--- src/design/tcw_pkg.sv ---
// ----------------------------------------------------------------------------
// tcw_pkg
// Shared constants, payload types and controller/datapath command and status
// structs for the text console writer.
// ----------------------------------------------------------------------------
package tcw_pkg;

  // Screen geometry
  localparam int COLUMNS  = 80;
  localparam int ROWS     = 25;
  localparam int CELLS    = COLUMNS * ROWS;
  localparam int COL_W    = $clog2(COLUMNS);
  localparam int ROW_W    = $clog2(ROWS);
  localparam int ADDR_W   = $clog2(CELLS);
  localparam int TAB_STOP = 4;
  localparam int TAB_W    = $clog2(TAB_STOP);

  // Character codes
  localparam logic [7:0] CH_NEWLINE   = 8'd10;
  localparam logic [7:0] CH_RETURN    = 8'd13;
  localparam logic [7:0] CH_BACKSPACE = 8'd8;
  localparam logic [7:0] CH_TAB       = 8'd9;
  localparam logic [7:0] CH_SPACE     = 8'd32;

  // Request function codes
  localparam logic [1:0] FUNC_PUT   = 2'd0;
  localparam logic [1:0] FUNC_READ  = 2'd1;
  localparam logic [1:0] FUNC_CLEAR = 2'd2;

  // Configuration register indexes
  localparam logic [0:0] REG_FG = 1'b0;
  localparam logic [0:0] REG_BG = 1'b1;

  // Cell content after reset
  localparam logic [15:0] RESET_CELL = 16'h0720;

  // Cursor and single-cell operations
  typedef enum logic [2:0] {
    OP_NONE,
    OP_PUT,
    OP_SPACE,
    OP_NEWLINE,
    OP_RETURN,
    OP_BKSP,
    OP_HOME,
    OP_READ
  } op_e;

  // Sweep counter start points
  typedef enum logic [1:0] {
    SW_HOLD,
    SW_FROM_TOP,
    SW_FROM_SRC,
    SW_FROM_LAST
  } sweep_start_e;

  // Per-cycle sweep work
  typedef enum logic [1:0] {
    SWOP_NONE,
    SWOP_INIT,
    SWOP_BLANK,
    SWOP_COPY
  } sweep_op_e;

  typedef struct packed {
    logic [1:0]  func;
    logic [7:0]  char_code;
    logic [10:0] cell_address;
  } in_item_t;

  typedef struct packed {
    logic [6:0]  cursor_column;
    logic [4:0]  cursor_row;
    logic [4:0]  line_start_row;
    logic [10:0] cursor_offset;
    logic [15:0] cell_data;
  } out_item_t;

  typedef struct packed {
    logic         load_item;
    op_e          op;
    sweep_start_e sweep_start;
    sweep_op_e    sweep_op;
    logic         load_out;
  } ctrl_cmd_t;

  typedef struct packed {
    logic [1:0] func;
    logic       is_newline;
    logic       is_return;
    logic       is_backspace;
    logic       is_tab;
    logic       col_last;
    logic       row_last;
    logic       tab_stop;
    logic       sweep_last;
    logic       out_free;
  } dp_status_t;

  // Build a cell from colors and character
  function automatic logic [15:0] make_cell(logic [3:0] fg, logic [3:0] bg,
                                            logic [7:0] ch);
    return {bg, fg, ch};
  endfunction

endpackage

--- src/design/tcw_ctrl.sv ---
// ----------------------------------------------------------------------------
// tcw_ctrl
// Sequencer: decodes each request, steps tab fills, and runs the reset fill,
// clear, and scroll sweeps over the cell memory.
// ----------------------------------------------------------------------------
module tcw_ctrl
  import tcw_pkg::*;
(
  input  logic       clk_i,
  input  logic       rst_ni,
  input  logic       in_valid_i,
  output logic       in_ready_o,
  input  dp_status_t status_i,
  output ctrl_cmd_t  cmd_o
);

  localparam logic [3:0] S_INIT     = 4'd0;
  localparam logic [3:0] S_IDLE     = 4'd1;
  localparam logic [3:0] S_DECODE   = 4'd2;
  localparam logic [3:0] S_TAB      = 4'd3;
  localparam logic [3:0] S_CLEAR    = 4'd4;
  localparam logic [3:0] S_SCROLL   = 4'd5;
  localparam logic [3:0] S_SCR_TAIL = 4'd6;
  localparam logic [3:0] S_BLANK    = 4'd7;
  localparam logic [3:0] S_DONE     = 4'd8;

  logic [3:0] state_q, state_d;

  assign in_ready_o = (state_q == S_IDLE);

  // Next state and commands
  always_comb begin
    state_d = state_q;
    cmd_o   = '0;
    unique case (state_q)
      S_INIT: begin
        cmd_o.sweep_op = SWOP_INIT;
        if (status_i.sweep_last) state_d = S_IDLE;
      end
      S_IDLE: begin
        if (in_valid_i) begin
          cmd_o.load_item = 1'b1;
          state_d         = S_DECODE;
        end
      end
      S_DECODE: begin
        state_d = S_DONE;
        priority if (status_i.func == FUNC_READ) begin
          cmd_o.op = OP_READ;
        end else if (status_i.func == FUNC_CLEAR) begin
          cmd_o.op          = OP_HOME;
          cmd_o.sweep_start = SW_FROM_TOP;
          state_d           = S_CLEAR;
        end else if (status_i.func == FUNC_PUT) begin
          priority if (status_i.is_newline) begin
            cmd_o.op = OP_NEWLINE;
            if (status_i.row_last) begin
              cmd_o.sweep_start = SW_FROM_SRC;
              state_d           = S_SCROLL;
            end
          end else if (status_i.is_return) begin
            cmd_o.op = OP_RETURN;
          end else if (status_i.is_backspace) begin
            cmd_o.op = OP_BKSP;
          end else if (status_i.is_tab) begin
            state_d = S_TAB;
          end else begin
            cmd_o.op = OP_PUT;
            if (status_i.col_last && status_i.row_last) begin
              cmd_o.sweep_start = SW_FROM_SRC;
              state_d           = S_SCROLL;
            end
          end
        end else begin
          cmd_o.op = OP_NONE;
        end
      end
      S_TAB: begin
        // One space per cycle; stop at a tab stop or on wrap
        cmd_o.op = OP_SPACE;
        priority if (status_i.col_last) begin
          if (status_i.row_last) begin
            cmd_o.sweep_start = SW_FROM_SRC;
            state_d           = S_SCROLL;
          end else begin
            state_d = S_DONE;
          end
        end else if (status_i.tab_stop) begin
          state_d = S_DONE;
        end else begin
          state_d = S_TAB;
        end
      end
      S_CLEAR: begin
        cmd_o.sweep_op = SWOP_BLANK;
        if (status_i.sweep_last) state_d = S_DONE;
      end
      S_SCROLL: begin
        cmd_o.sweep_op = SWOP_COPY;
        if (status_i.sweep_last) state_d = S_SCR_TAIL;
      end
      S_SCR_TAIL: begin
        // Last copy write drains here
        cmd_o.sweep_start = SW_FROM_LAST;
        state_d           = S_BLANK;
      end
      S_BLANK: begin
        cmd_o.sweep_op = SWOP_BLANK;
        if (status_i.sweep_last) state_d = S_DONE;
      end
      S_DONE: begin
        if (status_i.out_free) begin
          cmd_o.load_out = 1'b1;
          state_d        = S_IDLE;
        end
      end
      default: begin
        state_d = S_INIT;
      end
    endcase
  end

  // State register
  always_ff @(posedge clk_i or negedge rst_ni) begin
    if (!rst_ni) begin
      state_q <= S_INIT;
    end else begin
      state_q <= state_d;
    end
  end

endmodule

--- config.mk ---
export PLATFORM = sky130hd
export DESIGN_NAME = tcw_ctrl
export DESIGN_NICKNAME = d
export VERILOG_FILES = /design/src/design/tcw_pkg.sv /design/src/design/tcw_ctrl.sv
export SDC_FILE = /design/constraint.sdc
export NUM_CORES = 1
export LEC_CHECK = 0
export BUFFER_PORTS_ARGS = -buffer_cell sky130_fd_sc_hd__clkbuf_2
export CAP_MARGIN = 15
export CELL_PAD_IN_SITES_DETAIL_PLACEMENT = 0
export CELL_PAD_IN_SITES_GLOBAL_PLACEMENT = 2
export CORE_ASPECT_RATIO = 0.7
export CORE_MARGIN = 2
export CORE_UTILIZATION = 25
export CTS_CLUSTER_DIAMETER = 100
export DETAILED_ROUTE_END_ITERATION = 10
export PLACE_DENSITY = 0.84
export SLEW_MARGIN = 20
export SYNTH_ARGS = -nofsm -noshare
export SYNTH_HDL_FRONTEND = slang
export SYNTH_SLANG_ARGS = --single-unit
--- constraint.sdc ---
create_clock -name clk_i -period 2.2 [get_ports clk_i]
set_clock_uncertainty 0.2 [all_clocks]
set_input_delay 0.22 -clock clk_i [delete_from_list [all_inputs] [get_ports clk_i]]
set_output_delay 0.22 -clock clk_i [all_outputs]
set_load 0.01 [all_outputs]
==> impl_results.md <==
* Residual DRC at 0
* DR vias/cell at 4.956
* Sequential element share of the synthesized area at 0.1643
* Initial Util at 0.2739
* Crit path capture type: output port
* Pre-antenna DRT Iters at 4
* DP Area at 734.5 um^2
* Worst hold-check path type: input pin to flop
* Core Region at 0.002225 mm^2
* Period utilization at 0.9171
* # setup viols final at 0
* Clk buf depth at 2
* Final Instance Area at 777.0 um^2
* Area grow syn2layout at 27.52%
* Worst Path Required at 1.78 ns
* Setup TNS Final at 0 ns
* Critical-path maximum fanout at 12
* ANT cells at 0
* Max-slew violation count at 0
* Top FF cell, synth: dfrtp_1
* CTS tree: built
* Tightest Pin Transition at about 0.38 ns
* CP startpoint kind: flop
* Post-route ant nets at 0
* # port buffers at 23
* Clock latency on the worst-skew pair at 0.24 ns
* CP Cell Sequence: nor4b_4 > nand3_1 > o32ai_2 > clkbuf_2
* Asr flop ratio synth at 1.000
* Max stage delay on crit path at 0.49 ns
* Critical path type: flop to output port
* Drt first-iter violations at 21
* Vias at between 600 and 700
* Sink Count at 4
* Reg clk slew, reported paths at 0.04 ns
* GRT Residual Overflow at 0
* IO Pins at 24
* Fill cells at 251
* Wire per inst at between 10 and 15 um
* Total track usage at 0.1267
* Die Width at around 63 um
* Final Hold Fails at 0
* Biggest regs: state_q x4
* CP max stage cell: dfrtp_2
* Vias in the first global route at around 630
* Biggest register: state_q
* Worst path bufs/invs at 1
* EDFF count, synth at 0
* WL final at between 1500 and 2000 um
* CTS Buf Count at 3
* Net count after synthesis at 94
* Worst EP arrival at 1.60 ns
* Final cell count without fillers at 136
* Global-route wire length before repair at 2787 um
* Power Total at approximately 0.86 mW
* Yosys reg bits at 4
* H-tree Lvls at 1
* Worst VDD drop at 517.9 uV
* Final min period at 2.018 ns
* Static Leak at 0.3570 nW
* Cell Pwr Density at 1110 mW/mm^2
* Relative slew slack at 0.7410
* Final net count at 120
* Synth Cell Area at 609.3 um^2
* Row Count at 14
* Die Ht at 45.31 um
* DIE AREA at 0.002854 mm^2
* Inst Count DP at 131
* Status: finished, final reports clean
* RSZ-0062 raised after global routing: false
* WHS at approximately 0.10 ns
* Warnings, synthesis at 0
* Fmax at ~0.5 GHz
* Max FFs per register at 4
* Fraction of layout cells with a size suffix above 1 at 0.3846
* Initial antenna violation count at 0
* Hpwl dp at roughly 1300 um
* Post-Synthesis Cells at 80
* Max Cap Viol at 0
* Syn avg cell area at 7.617 um^2
* Synth cell types at 36
* Global placer's final weighted congestion at 0.7614
* Largest net degree at the start of global routing at 16
* CTS root buf: clkbuf_4
* Delay-heaviest family, CP: simple AND/OR/NAND/NOR gates
what timing repair did:
action | 4_1_cts | 5_1_grt
endpoints found under the setup margin | 0 | 1
hold endpoints to repair | 4 | 0
setup buffers | 0 | 1
resized for setup | 0 | 2
hold buffers | 1 | 0
cell usage in the layout, fill, tap and decap left out, types with 2 or more instances in the layout:
cell type / n
inv_1: 6
o31a_1: 2
a21oi_1: 8
dfrtp_2: 2
o21ai_0: 2
nor3_1: 5
clkbuf_2: 23
or2_2: 2
dfrtp_1: 2
nor2_1: 5
nor4_1: 2
nor4b_1: 2
clkbuf_4: 3
buf_4: 4
nor2b_1: 3
nand2_1: 7
and3_1: 3
o32ai_2: 3
where the power goes:
| group | internal (mW) | leakage, nW | total, mW | switching, mW |
|---|---|---|---|---|
| registers | 0.109 | 0.0489 | 0.203 | 0.0940 |
| logic | 0.275 | 0.294 | 0.569 | 0.293 |
| clock network | 0.0610 | 0.0138 | 0.0909 | 0.0299 |
worst register-to-register path, cell delays in order (launching register included):
cell and delay [ns]:
dfrtp_2 0.49, or2_2 0.33, a21boi_1 0.14, o32ai_2 0.24, mux2_1 0.37
metrics by stage:
stage	utilization	setup WS, ns
finish	0.3493	0.1824
global route	0.3493	0.06362
CTS	0.3448	0.07391
detailed placement	0.3301	0.2171
global placement	0.3301	0.2818
floorplan	-	0.4714
cell families (layout without fill, tap and decap cells):
logic type | count (synthesis) | in the layout | synth area share
flops | 4 | 4 | 0.1643
compound gates | 24 | 24 | 0.3101
buf+inv | 13 | 37 | 0.1232
simple gates | 37 | 37 | 0.3676
mux | 2 | 2 | 0.03491
synth_stat cells (2+ instances only):
cell type / instances / area (um^2)
a21oi_1: 8 / 40.04
nand2_1: 7 / 26.28
inv_1: 6 / 22.52
nor2_1: 5 / 18.77
nor3_1: 5 / 25.02
dfrtp_1: 4 / 100.1
and3_1: 3 / 18.77
buf_2: 3 / 15.01
buf_6: 3 / 33.78
nor2b_1: 3 / 18.77
o32ai_2: 3 / 48.80
nor4_1: 2 / 12.51
nor4b_1: 2 / 17.52
o21ai_0: 2 / 10.01
o31a_1: 2 / 17.52
or2_2: 2 / 12.51
final timing paths:
| kind | cells past startpoint | end | slack, ns | from |
|---|---|---|---|---|
| worst max-delay path | 4 | cmd_o[4] | 0.18 | state_q[3] |
| worst min-delay path | 3 | state_q[2] | 0.10 | status_i[1] |
| worst max register to register | 4 | state_q[1] | 0.29 | state_q[0] |
| worst min register to register | 1 | state_q[0] | 0.46 | state_q[3] |
| max in group asynchronous | 2 | state_q[3] | 1.54 | rst_ni |
| min in group asynchronous | 2 | state_q[0] | 0.12 | rst_ni |
area by class of cell:
cell class	instances	area, um^2	area share
Multi-Input combinational cell	63	434.2	0.5588
Tap cell	32	40.04	0.05153
Inverter	6	22.52	0.02899
Sequential cell	4	102.6	0.1320
Clock buffer	3	22.52	0.02899
Timing Repair Buffer	28	155.1	0.1997
layer usage:
layer  vias up  wire length [um]  global-route usage
met2        17               624              0.1851
met1       305               918              0.1810
met5         -                 0                   0
li1        352                 -                   -
met3         0                87             0.04988
met4         0                 0             0.01333
Power figures use the tool's default switching activity.
